===== src/hw/rtl/fixed_partition_fit_allocator_assert.svh =====
// assertion macros for the fixed partition fit allocator
// no dependencies; taken in by the top level with an include
`ifndef FIXED_PARTITION_FIT_ALLOCATOR_ASSERT_SVH
`define FIXED_PARTITION_FIT_ALLOCATOR_ASSERT_SVH

// same-cycle implication, disabled during reset
`define FPFA_ASSERT_IMP(lbl, clk, rst, ante, cons) \
  lbl: assert property (@(posedge clk) disable iff (rst) (ante) |-> (cons)) \
    else $error("fpfa assertion failed");

// next-cycle implication, disabled during reset
`define FPFA_ASSERT_NXT(lbl, clk, rst, ante, cons) \
  lbl: assert property (@(posedge clk) disable iff (rst) (ante) |=> (cons)) \
    else $error("fpfa assertion failed");

`endif


===== src/hw/rtl/fpfa_pkg.sv =====
// shared types and constants for the fixed partition fit allocator
// no dependencies
package fpfa_pkg;

  // default sizing
  localparam int NUM_PARTITIONS_DEF = 16;
  localparam int SIZE_WIDTH_DEF     = 16;

  // field widths of the transactions
  localparam int FIELD_IDX_W  = 4;
  localparam int FIELD_SIZE_W = 16;
  localparam int PARTS_W      = 5;

  // configuration port
  localparam int CFG_IDX_W  = 1;
  localparam int CFG_DATA_W = 5;
  localparam logic [CFG_IDX_W-1:0] CFG_FIT_MODE     = 1'd0;
  localparam logic [CFG_IDX_W-1:0] CFG_PARTS_IN_USE = 1'd1;
  localparam logic [PARTS_W-1:0]   PARTS_RESET      = 5'd16;

  // fit modes
  localparam logic FIT_BEST  = 1'b0;
  localparam logic FIT_FIRST = 1'b1;

  // commands
  localparam logic CMD_LOAD  = 1'b0;
  localparam logic CMD_ALLOC = 1'b1;

  typedef struct packed {
    logic                    cmd;
    logic [FIELD_IDX_W-1:0]  partition_index;
    logic [FIELD_SIZE_W-1:0] partition_size;
    logic [FIELD_SIZE_W-1:0] request_size;
    logic                    last_request;
  } req_item_t;

  typedef struct packed {
    logic                    granted;
    logic [FIELD_IDX_W-1:0]  granted_index;
    logic [FIELD_SIZE_W-1:0] granted_size;
  } rsp_item_t;

  // control from the sequencer to the fit scan unit
  typedef struct packed {
    logic clear;
    logic sample;
    logic take_first;
  } scan_ctrl_t;

endpackage


===== src/hw/rtl/fpfa_size_mem.sv =====
// partition size memory: one write port, one read port, registered read data
// depends on nothing
module fpfa_size_mem #(
  parameter int DEPTH = 16,
  parameter int WIDTH = 16,
  parameter int AW    = 4
) (
  input  logic             clk,
  input  logic             we,
  input  logic [AW-1:0]    waddr,
  input  logic [WIDTH-1:0] wdata,
  input  logic             re,
  input  logic [AW-1:0]    raddr,
  output logic [WIDTH-1:0] rdata
);

  logic [WIDTH-1:0] mem [DEPTH];

  // write port
  always_ff @(posedge clk) begin
    if (we) begin
      mem[waddr] <= wdata;
    end
  end

  // read port, registered read data
  always_ff @(posedge clk) begin
    if (re) begin
      rdata <= mem[raddr];
    end
  end

endmodule


===== src/hw/rtl/fpfa_fit_scan.sv =====
// fit scan unit: one candidate partition a cycle, keeps the best so far
// depends on fpfa_pkg
module fpfa_fit_scan #(
  parameter int SIZE_WIDTH = 16,
  parameter int IDX_W      = 4
) (
  input  logic                   clk,
  input  logic                   rst,
  input  fpfa_pkg::scan_ctrl_t   ctrl,
  input  logic [SIZE_WIDTH-1:0]  req_size,
  input  logic [SIZE_WIDTH-1:0]  entry_size,
  input  logic                   entry_occ,
  input  logic [IDX_W-1:0]       entry_idx,
  output logic                   found,
  output logic [IDX_W-1:0]       pick_idx,
  output logic [SIZE_WIDTH-1:0]  pick_size
);

  logic [SIZE_WIDTH-1:0] best_left;
  logic [SIZE_WIDTH-1:0] left;
  logic                  fits;
  logic                  take;

  // candidate check; strict less keeps ties on the lowest index
  assign fits = !entry_occ && (entry_size >= req_size);
  assign left = entry_size - req_size;
  assign take = ctrl.sample && fits &&
                (!found || (!ctrl.take_first && (left < best_left)));

  // found flag
  always_ff @(posedge clk) begin
    if (rst) begin
      found <= 1'b0;
    end else if (ctrl.clear) begin
      found <= 1'b0;
    end else if (take) begin
      found <= 1'b1;
    end
  end

  // best candidate so far
  always_ff @(posedge clk) begin
    if (take) begin
      pick_idx  <= entry_idx;
      pick_size <= entry_size;
      best_left <= left;
    end
  end

endmodule


===== src/hw/rtl/fixed_partition_fit_allocator.sv =====
// top level of the fixed partition fit allocator: sequencer, occupancy, output register
// depends on fpfa_pkg, fpfa_size_mem, fpfa_fit_scan and the assertion header
//
//  channel | direction | handshake              | payload
//  --------+-----------+------------------------+-------------------------
//  cfg     | in        | cfg_we                 | cfg_index, cfg_data
//  req     | in        | req_valid / req_stall  | req_item (req_item_t)
//  rsp     | out       | rsp_valid / rsp_stall  | rsp_item (rsp_item_t)
//
// a load transaction writes the size memory when accepted; an allocate transaction reads
// the sizes in ST_SCAN, then waits in ST_DONE for the output register, and the next
// request is taken after that; count is the partitions in use, one size memory read per cycle.
// reset clears occupancy and the control and configuration registers; sizes are undefined until loaded.
// a result waits in the output register; a new request is taken meanwhile, and
// the next result waits for the register to empty.
`include "fixed_partition_fit_allocator_assert.svh"

module fixed_partition_fit_allocator #(
  parameter int NUM_PARTITIONS = fpfa_pkg::NUM_PARTITIONS_DEF,
  parameter int SIZE_WIDTH     = fpfa_pkg::SIZE_WIDTH_DEF
) (
  input  logic                            clk,
  input  logic                            rst,
  input  logic                            cfg_we,
  input  logic [fpfa_pkg::CFG_IDX_W-1:0]  cfg_index,
  input  logic [fpfa_pkg::CFG_DATA_W-1:0] cfg_data,
  input  logic                            req_valid,
  output logic                            req_stall,
  input  fpfa_pkg::req_item_t             req_item,
  output logic                            rsp_valid,
  input  logic                            rsp_stall,
  output fpfa_pkg::rsp_item_t             rsp_item
);

  localparam int IDX_W = (NUM_PARTITIONS > 1) ? $clog2(NUM_PARTITIONS) : 1;
  localparam int CNT_W = $clog2(NUM_PARTITIONS + 1);

  typedef enum logic [2:0] {
    ST_IDLE = 3'b001,
    ST_SCAN = 3'b010,
    ST_DONE = 3'b100
  } state_t;

  state_t state, state_next;

  logic                         fit_mode;
  logic [fpfa_pkg::PARTS_W-1:0] parts_in_use;
  logic [NUM_PARTITIONS-1:0]    occ;

  logic [SIZE_WIDTH-1:0] req_size;
  logic                  last_flag;
  logic                  take_first;
  logic [CNT_W-1:0]      count;
  logic [CNT_W-1:0]      issue;
  logic [CNT_W-1:0]      active_count;
  logic                  issue_more;
  logic                  issue_now;
  logic                  s_valid;
  logic [IDX_W-1:0]      s_idx;
  logic                  s_occ;

  logic                  req_accept;
  logic                  is_alloc;
  logic                  load_ok;
  logic [IDX_W-1:0]      load_addr;
  logic                  done_fire;

  logic [SIZE_WIDTH-1:0] mem_rdata;
  fpfa_pkg::scan_ctrl_t  scan_ctrl;
  logic                  found;
  logic [IDX_W-1:0]      pick_idx;
  logic [SIZE_WIDTH-1:0] pick_size;

  // configuration registers
  always_ff @(posedge clk) begin
    if (rst) begin
      fit_mode     <= fpfa_pkg::FIT_BEST;
      parts_in_use <= fpfa_pkg::PARTS_RESET;
    end else if (cfg_we) begin
      case (cfg_index)
        fpfa_pkg::CFG_FIT_MODE:     fit_mode     <= cfg_data[0];
        fpfa_pkg::CFG_PARTS_IN_USE: parts_in_use <= cfg_data;
        default: ;
      endcase
    end
  end

  // request decode
  assign req_stall  = (state != ST_IDLE);
  assign req_accept = req_valid && (state == ST_IDLE);
  assign is_alloc   = req_accept && (req_item.cmd == fpfa_pkg::CMD_ALLOC);
  assign load_ok    = req_accept && (req_item.cmd == fpfa_pkg::CMD_LOAD) &&
                      (32'(req_item.partition_index) < NUM_PARTITIONS);
  assign load_addr  = IDX_W'(req_item.partition_index);

  // partition count saturates at the memory depth
  assign active_count = (32'(parts_in_use) > NUM_PARTITIONS) ?
                        CNT_W'(NUM_PARTITIONS) : CNT_W'(parts_in_use);

  assign issue_more = (issue < count);
  assign issue_now  = (state == ST_SCAN) && issue_more;
  assign done_fire  = (state == ST_DONE) && (!rsp_valid || !rsp_stall);

  // sequencer
  always_comb begin
    state_next = state;
    case (state)
      ST_IDLE: begin
        if (is_alloc) state_next = ST_SCAN;
      end
      ST_SCAN: begin
        if (!issue_more && !s_valid) state_next = ST_DONE;
      end
      ST_DONE: begin
        if (done_fire) state_next = ST_IDLE;
      end
      default: state_next = ST_IDLE;
    endcase
  end

  always_ff @(posedge clk) begin
    if (rst) begin
      state   <= ST_IDLE;
      s_valid <= 1'b0;
    end else begin
      state   <= state_next;
      s_valid <= issue_now;
    end
  end

  // allocate job registers and read issue
  always_ff @(posedge clk) begin
    if (is_alloc) begin
      req_size   <= SIZE_WIDTH'(req_item.request_size);
      last_flag  <= req_item.last_request;
      take_first <= (fit_mode == fpfa_pkg::FIT_FIRST);
      count      <= active_count;
      issue      <= '0;
    end else if (issue_now) begin
      issue <= issue + CNT_W'(1);
      s_idx <= issue[IDX_W-1:0];
      s_occ <= occ[issue[IDX_W-1:0]];
    end
  end

  // occupancy marks: a load frees its partition, a grant marks its pick, batch end clears them all
  always_ff @(posedge clk) begin
    if (rst) begin
      occ <= '0;
    end else if (load_ok) begin
      occ[load_addr] <= 1'b0;
    end else if (done_fire) begin
      if (last_flag) begin
        occ <= '0;
      end else if (found) begin
        occ[pick_idx] <= 1'b1;
      end
    end
  end

  fpfa_size_mem #(
    .DEPTH (NUM_PARTITIONS),
    .WIDTH (SIZE_WIDTH),
    .AW    (IDX_W)
  ) u_size_mem (
    .clk   (clk),
    .we    (load_ok),
    .waddr (load_addr),
    .wdata (SIZE_WIDTH'(req_item.partition_size)),
    .re    (issue_now),
    .raddr (issue[IDX_W-1:0]),
    .rdata (mem_rdata)
  );

  assign scan_ctrl.clear      = is_alloc;
  assign scan_ctrl.sample     = s_valid;
  assign scan_ctrl.take_first = take_first;

  fpfa_fit_scan #(
    .SIZE_WIDTH (SIZE_WIDTH),
    .IDX_W      (IDX_W)
  ) u_fit_scan (
    .clk        (clk),
    .rst        (rst),
    .ctrl       (scan_ctrl),
    .req_size   (req_size),
    .entry_size (mem_rdata),
    .entry_occ  (s_occ),
    .entry_idx  (s_idx),
    .found      (found),
    .pick_idx   (pick_idx),
    .pick_size  (pick_size)
  );

  // output register
  always_ff @(posedge clk) begin
    if (rst) begin
      rsp_valid <= 1'b0;
    end else if (done_fire) begin
      rsp_valid <= 1'b1;
    end else if (!rsp_stall) begin
      rsp_valid <= 1'b0;
    end
  end

  always_ff @(posedge clk) begin
    if (done_fire) begin
      rsp_item.granted       <= found;
      rsp_item.granted_index <= found ? fpfa_pkg::FIELD_IDX_W'(pick_idx) : '0;
      rsp_item.granted_size  <= found ? fpfa_pkg::FIELD_SIZE_W'(pick_size) : '0;
    end
  end

  // checks
  `FPFA_ASSERT_IMP(a_no_grant_zero, clk, rst, rsp_valid && !rsp_item.granted, (rsp_item.granted_index == '0) && (rsp_item.granted_size == '0))
  `FPFA_ASSERT_IMP(a_sample_in_scan, clk, rst, s_valid, state == ST_SCAN)
  `FPFA_ASSERT_NXT(a_grant_marks, clk, rst, done_fire && found && !last_flag, occ[$past(pick_idx)])
  `FPFA_ASSERT_NXT(a_batch_clear, clk, rst, done_fire && last_flag, occ == '0)

endmodule


===== config.mk =====
export PLATFORM = sky130hd
export DESIGN_NAME = fixed_partition_fit_allocator
export DESIGN_NICKNAME = d
export VERILOG_FILES = /design/src/hw/rtl/fpfa_pkg.sv /design/src/hw/rtl/fpfa_size_mem.sv /design/src/hw/rtl/fpfa_fit_scan.sv /design/src/hw/rtl/fixed_partition_fit_allocator.sv
export VERILOG_INCLUDE_DIRS = /design/src /design/src/hw/rtl
export SDC_FILE = /design/constraint.sdc
export NUM_CORES = 1
export LEC_CHECK = 0
export ABC_AREA = 1
export BUFFER_PORTS_ARGS = -buffer_cell sky130_fd_sc_hd__buf_2
export CAP_MARGIN = 20
export CORE_ASPECT_RATIO = 0.6
export CORE_UTILIZATION = 30
export DETAILED_ROUTE_END_ITERATION = 7
export PLACE_DENSITY = 0.45
export SLEW_MARGIN = 40
export SYNTH_ARGS = -nofsm -noshare
export SYNTH_HDL_FRONTEND = slang
export SYNTH_SLANG_ARGS = --single-unit

===== constraint.sdc =====
create_clock -name clk -period 9.22 [get_ports clk]
set_input_delay 0.461 -clock clk [delete_from_list [all_inputs] [get_ports clk]]
set_output_delay 0.461 -clock clk [all_outputs]
set_load 0.05 [all_outputs]

==> impl_metrics.ini, run 1 <==
[timing]
clock_skew_ps = 15.17
period_minus_slack_ps = 3572
setup-violations-final = 0
rsz0062_at_grt = false
max_slew_margin_pct = 44.78
slew_violations = 0
setup_tns_ps = 0
min_period_over_period_pct = 38.74
tightest_slew_ps = 826.4
hold_violations = 0
max_freq_ghz = 0.2799
worst_slack_ps = 5648

[drt]
ant_nets = 0
drc = 0
drt-initial-drc-count = 798
drt_wl_total_mm = 44.50
viasPerCell = 4.849
vias = 10700
wl_per_cell_um = 20.17
first_pass_iters = 6

[die]
initial_core_util_pct = 30.71
io_pins = 72
die_w_um = 303.3
placementRows = 65
fp.dieH_um = 182.8
core_region_area_sq_mm = 0.05319
dieArea_sq_mm = 0.05542

[logic_synthesis]
synth_flop_cell = edfxtp_1
netlist_top_cells_area = edfxtp_1 (66%), o21ai_0 (5.4%), nor2_1 (4.4%)
synth_edf_count = 357
synth.avg_cell_area_sq_um = 11.73
synthTopCellsByCount = edfxtp_1 (357), nor2_1 (193), nand2_1 (183), o21ai_0 (177), inv_1 (120)
postSynthCellCount = 1393
yosys_warnings = 0
yosysMostFrequentCell = edfxtp_1
syn_nets = 1479
synth_top_area_cell = edfxtp_1
ys_ff_latch = 390
synth.cell_area_sq_mm = 0.01634
yosysUniqueCellTypes = 40
async_flop_share_pct = 0
synth_top_area_share_pct = 65.63
seq_area_frac_synth_pct = 69.67

[global_route]
met1_usage_pct = 25.22
grt_usage_pct = 16.12
grt_max_degree = 83
use_met3_pct = 3.897
grt_pass1_wl_mm = 66.16
gr-total-overflow = 0
top_usage_layer = met1
grt_pass1_vias = 10170
antenna_found_initial = 4
met2_usage_pct = 22.30

[clock_network]
cts_max_level = 2
clockBufferDepth = 3
ctsHoldBuffers = 0
numCtsBuffers = 38
tritoncts = done
clk_pin_slew_ps = 60
clockRootBuffer = clkbuf_16
cts_resized = 0
clkLatencyLatePin_ps = 550
cts_sinks = 390
postCtsSetupBuffers = 0

[critical_path]
max_stage_delay_ps = 440
cp-start-kind = register
cp_cell_sequence = ha_1 > fa_1 > inv_1 > nand3_1 > nand2_1 > nand2_1 > nand2_1 > nand3b_1 > nand2_1 > nand2_1 > nand2_1 > inv_1 > ha_1 > nand2_1 > inv_1 > and3_1 > nor2_1 > nand2_1 > inv_1 > nand2_1 > a21oi_4 > buf_4
crit_required_ps = 9400
r2r_setup_slack_ps = 5650
path_common_cell = nand2_1
cp_max_fo = 35
r2r_cells = 22
critPathSlowestCell = buf_4
crit_arrival_ps = 3750
worstSetupPathType = register to register
r2r-end = u_fit_scan.pick_idx[1]
r2r-start = req_size[0]
crit_path_end_kind = register

[power_and_ir_drop]
p_leak_nw = 6.784
powerDensity_mw_per_mm2 = 199.3
worst_ir_drop_vdd_v = 0.0001375

[place]
io_buffers = 71
dp_slack_ps = 5658
routabilityCongestion = 0.8642
dpl.hpwl_mm = 27.16
place_area_sq_mm = 0.01760

[cells_and_area]
regArea_sq_mm = 0.01139
fin_nets = 1558
final_layout_size_suffix_gt1_share_pct = 12.19
syn_to_final_growth_pct = 15.05
fillers = 5276
stdcell_area_sq_mm = 0.01879
multi_input_area_sq_mm = 0.004273
fin_util_pct = 35.34

[min_path]
hold_depth = 1
hp-class = input port to register
min_from = req_item[12]
hold_end = req_size[11]

[run_status]
status = finished clean

[flow_run]
cap_violations = 0
[layer usage]
metal | part of all wire (%) | vias up
met4 | 1.3 | 2
met3 | 7.2 | 53
met5 | 0.038 | -
li1 | - | 5093
met1 | 51 | 5238
met2 | 41 | 310
[area by class of cell]
class                   count  area share, %
clock inverters            22         0.9320
clock buffers              47          5.239
multi-input cells         817          22.73
repair buffers             98          3.255
flip-flops and latches    390          60.58
well taps                 703          4.680
inverters                 127          2.550
diodes                      2        0.02663
[sequential cells by signal, indices dropped and copies added, names as in the netlist, 3 cells and up]
register / cells
occ: 16
u_fit_scan.best_left: 16
u_fit_scan.pick_idx: 4
rsp_item: 21
u_size_mem.mem: 256
req_size: 16
count: 5
s_idx: 4
u_fit_scan.pick_size: 16
issue: 5
state: 3
u_size_mem.rdata: 16
parts_in_use: 5
[worst max-delay path: cells and delay by family (launching register included)]
family	cells	cell delay, ps
simple gates	13	1070
fa+ha+maj	3	930
buf+inv	5	670
flops	1	360
compound gates	1	140
[worst max path at each step]
| stage | start | end | slack, ps | depth (start not counted) |
|---|---|---|---|---|
| 3_3_place_gp | req_size[0] | u_fit_scan.pick_idx[1] | 5630 | 23 |
| 3_5_place_dp | req_size[0] | u_fit_scan.pick_idx[0] | 5660 | 22 |
| 6_report | req_size[0] | u_fit_scan.pick_idx[1] | 5650 | 22 |
| 2_1_floorplan | req_size[0] | u_fit_scan.best_left[0] | 4670 | 21 |
| 5_1_grt | u_size_mem.rdata[0] | u_fit_scan.best_left[1] | 5330 | 24 |
| 4_1_cts | u_size_mem.rdata[0] | u_fit_scan.pick_idx[3] | 5640 | 23 |
[cell usage in the layout, fill, tap and decap left out, types with 38 or more instances in the layout]
cell and instances:
edfxtp_1 357, nand2_1 183, nor2_1 177, o21ai_0 177
inv_1 117, buf_2 71, a21oi_1 60, nand3_1 48
o22ai_1 40, clkbuf_16 38
[cells by family after synthesis]
group	synth area share (%)
simple gates	11.04
xor+xnor	0.7506
fa+ha+maj	2.880
buf+inv	4.611
flops	69.67
compound gates	11.05
[per-stage QoR]
stage | total power [mW] | cells | hold WS [ps]
after floorplan | 2.176 | 1393 | 400.3
after CTS | 3.787 | 2203 | 63.44
final | 3.746 | 2206 | 93.08
after global routing | 3.892 | 2205 | 60.70
after detailed placement | 2.288 | 2134 | 414.3
after global placement | 2.288 | 2130 | 409.6
[where the power goes]
group          switching (mW)  internal, mW  total (mW)  leakage [nW]
logic                   0.201        0.0813       0.282          2.75
clock network           0.675         0.821        1.50         0.566
registers              0.0180          1.95        1.97          3.47
total                   0.894          2.85        3.75          6.78
(Power assumes the default switching activity.)
==> inputs of run 2 (changes only) <==
--- a/config.mk
+++ b/config.mk
@@ -12,7 +12,7 @@
 export CORE_ASPECT_RATIO = 0.6
 export CORE_UTILIZATION = 30
 export DETAILED_ROUTE_END_ITERATION = 7
-export PLACE_DENSITY = 0.45
+export PLACE_DENSITY = 0.46
 export SLEW_MARGIN = 40
 export SYNTH_ARGS = -nofsm -noshare
 export SYNTH_HDL_FRONTEND = slang
==> constraint.sdc (replaced) <==
create_clock -name clk -period 3.1 [get_ports clk]
set_input_delay 0.155 -clock clk [delete_from_list [all_inputs] [get_ports clk]]
set_output_delay 0.155 -clock clk [all_outputs]
set_load 0.05 [all_outputs]
==> run 2 against run 1 <==
- the flow now finishes with violations (negative setup slack)
- critical endpoint is now u_fit_scan.pick_size[2]
- sequential cell count is the same
- clock skew grew 5.0 ps
- register-to-register slack lost 5700 ps
- core utilization grew 2.5 points
- sequential power grew to 3.0 times the previous value
- combinational power grew to 3.7 times the previous value
- non-clock buffer count grew 100
- highest routed layer unchanged
==> impl_metrics.ini, run 2 (synthesis gave the netlist of run 1 again) <==
[run_status]
status = finished with violations
violations = negative setup slack

[critical_path]
crit_path_end_kind = register
crit_arrival_ps = 3500
path_common_cell = nand2_2
cp-start-kind = register
cp_max_fo = 6
max_stage_delay_ps = 370
worstSetupPathType = register to register
critPathSlowestCell = edfxtp_1
cp_cell_sequence = ha_2 > fa_2 > inv_2 > nand3_2 > nand2_2 > nand2_2 > nand2_2 > buf_6 > nand2_2 > nand2_4 > xor2_4 > ha_4 > nand2_2 > buf_4 > nor4_4 > nand2_1 > nand2_2 > a21oi_4 > buf_6 > buf_12 > buf_12
crit_required_ps = 3420
r2r_cells = 21

[clock_network]
cts_max_level = 2
numCtsBuffers = 37
clockRootBuffer = clkbuf_16
clkLatencyLatePin_ps = 550
cts_sinks = 390
tritoncts = done
clk_pin_slew_ps = 70
clockBufferDepth = 3

[drt]
drt-initial-drc-count = 981
drc = 0
first_pass_iters = 5
drt_wl_total_mm = 46.32
wl_per_cell_um = 20.10
viasPerCell = 4.794
vias = 11050
ant_nets = 0

[cells_and_area]
syn_to_final_growth_pct = 23.28
largest-register = u_size_mem.mem
fin_util_pct = 37.86
fillers = 5187
reg_top3 = u_size_mem.mem: 256 flops, rsp_item: 21 flops
fin_nets = 1657
final_cell_mix = edfxtp_1 (357), o21ai_0 (174), nor2_1 (172)
final_layout_size_suffix_gt1_share_pct = 18.88
final_common_cell = edfxtp_1
largest_reg_flops = 256
layout.cells.non_filler = 2304

[place]
dp_slack_ps = -197.2
io_buffers = 71
dpl.hpwl_mm = 29.07
dpl.cell_count = 2183
routabilityCongestion = 0.8510

[flow_run]
cap_violations = 0

[timing]
clock_skew_ps = 20.15
rsz0062_at_grt = true
period_minus_slack_ps = 3181
tightest_slew_ps = 762.3
max_slew_margin_pct = 49.12
hold_violations = 0
worst_slack_ps = -80.52
min_period_over_period_pct = 102.6
setup-violations-final = 33
max_freq_ghz = 0.3144
slew_violations = 0
holdWs_ps = 14.47

[power_and_ir_drop]
switching_share_pct = 24.11
p_leak_nw = 7.330
p_sw_mw = 2.725
powerDensity_mw_per_mm2 = 561.2
worst_ir_drop_vdd_v = 0.0002980
cell_internal_pwr_mw = 8.578
clock_power_share_pct = 39.1
seqPwrFrac_pct = 51.7
share_comb_of_total_power_pct = 9.3

[min_path]
hold_depth = 1
hp-class = input port to register

[global_route]
grt_usage_pct = 16.73
antenna_found_initial = 4
grt_pass1_vias = 10690
gr-total-overflow = 0
grt_pass1_wl_mm = 69.05
grt_max_degree = 103

[die]
initial_core_util_pct = 30.71
core_region_area_sq_mm = 0.05319
io_pins = 72
dieArea_sq_mm = 0.05542
fp.dieH_um = 182.8
placementRows = 65
die_w_um = 303.3
==> run 2: cell count changes in the layout (fill, tap and decap cells not counted), moves of 9 or more <==
cell	change
ha_1	-16
nor2_2	+9
buf_12	+10
dlygate4sd3_1	+37
nand2_2	+13
buf_4	+50
nand2_1	-16
ha_4	+12
==> run 2: metal layers <==
metal / part of all wire (%) / global-route usage [%]
met4: 1.3 / 2.935
met2: 39 / 22.37
met1: 53 / 27.56
met5: 0.067 / 0
met3: 6.4 / 3.044
==> run 2: what timing repair did <==
item,in CTS,in global routing
pin swaps,19,24
setup endpoints to repair,36,36
resized for setup,37,41
buffers inserted,10,3
hold buffers,37,0
cloned,4,0
hold endpoints to repair,159,0
==> run 2: stage by stage <==
step	power (mW)	instance area [sq um]	TNS, ps
finish	11.30	20140	-1837
CTS	11.39	19890	-1881
global placement	6.885	18030	-3976
floorplan	6.475	16360	-7746
detailed placement	6.892	18030	-6255
global route	11.74	20140	-8072
==> run 2: critical path, delay by kind of cell (launching register included) <==
kind            cells  cell delay [ps]
xor+xnor            1               80
buf+inv             6              690
flops               1              370
simple gates       10              900
fa+ha+maj           3              830
compound gates      1               60
==> run 2: worst paths after layout <==
kind / from / endpoint / slack (ps)
setup / recovery: req_size[0] / u_fit_scan.pick_size[2] / -80
hold / removal: req_item[31] / u_size_mem.mem[12][14] / 10
setup reg to reg: req_size[0] / u_fit_scan.pick_size[2] / -80
hold reg to reg: s_idx[1] / u_fit_scan.pick_idx[1] / 420
==> run 2: layout make-up <==
type                       instances  area, sq um  area share [%]
antenna                            1        2.502         0.01243
clock buffer                      48        977.2           4.852
clock inverter                    20        167.7          0.8325
inverter                         127        480.5           2.386
multi-input combinational        817         4621           22.94
sequential                       390        11390           56.54
tap                              703        879.6           4.368
timing repair buffer             198         1625           8.070
==> run 2: power groups by stage <==
stage | registers, mW | logic [mW] | clock network, mW
final | 5.84 | 1.05 | 4.41
after global routing | 5.84 | 1.16 | 4.74
after CTS | 5.84 | 1.01 | 4.54
after detailed placement | 5.95 | 0.938 | 0
after global placement | 5.95 | 0.931 | 0
after floorplan | 5.93 | 0.546 | 0
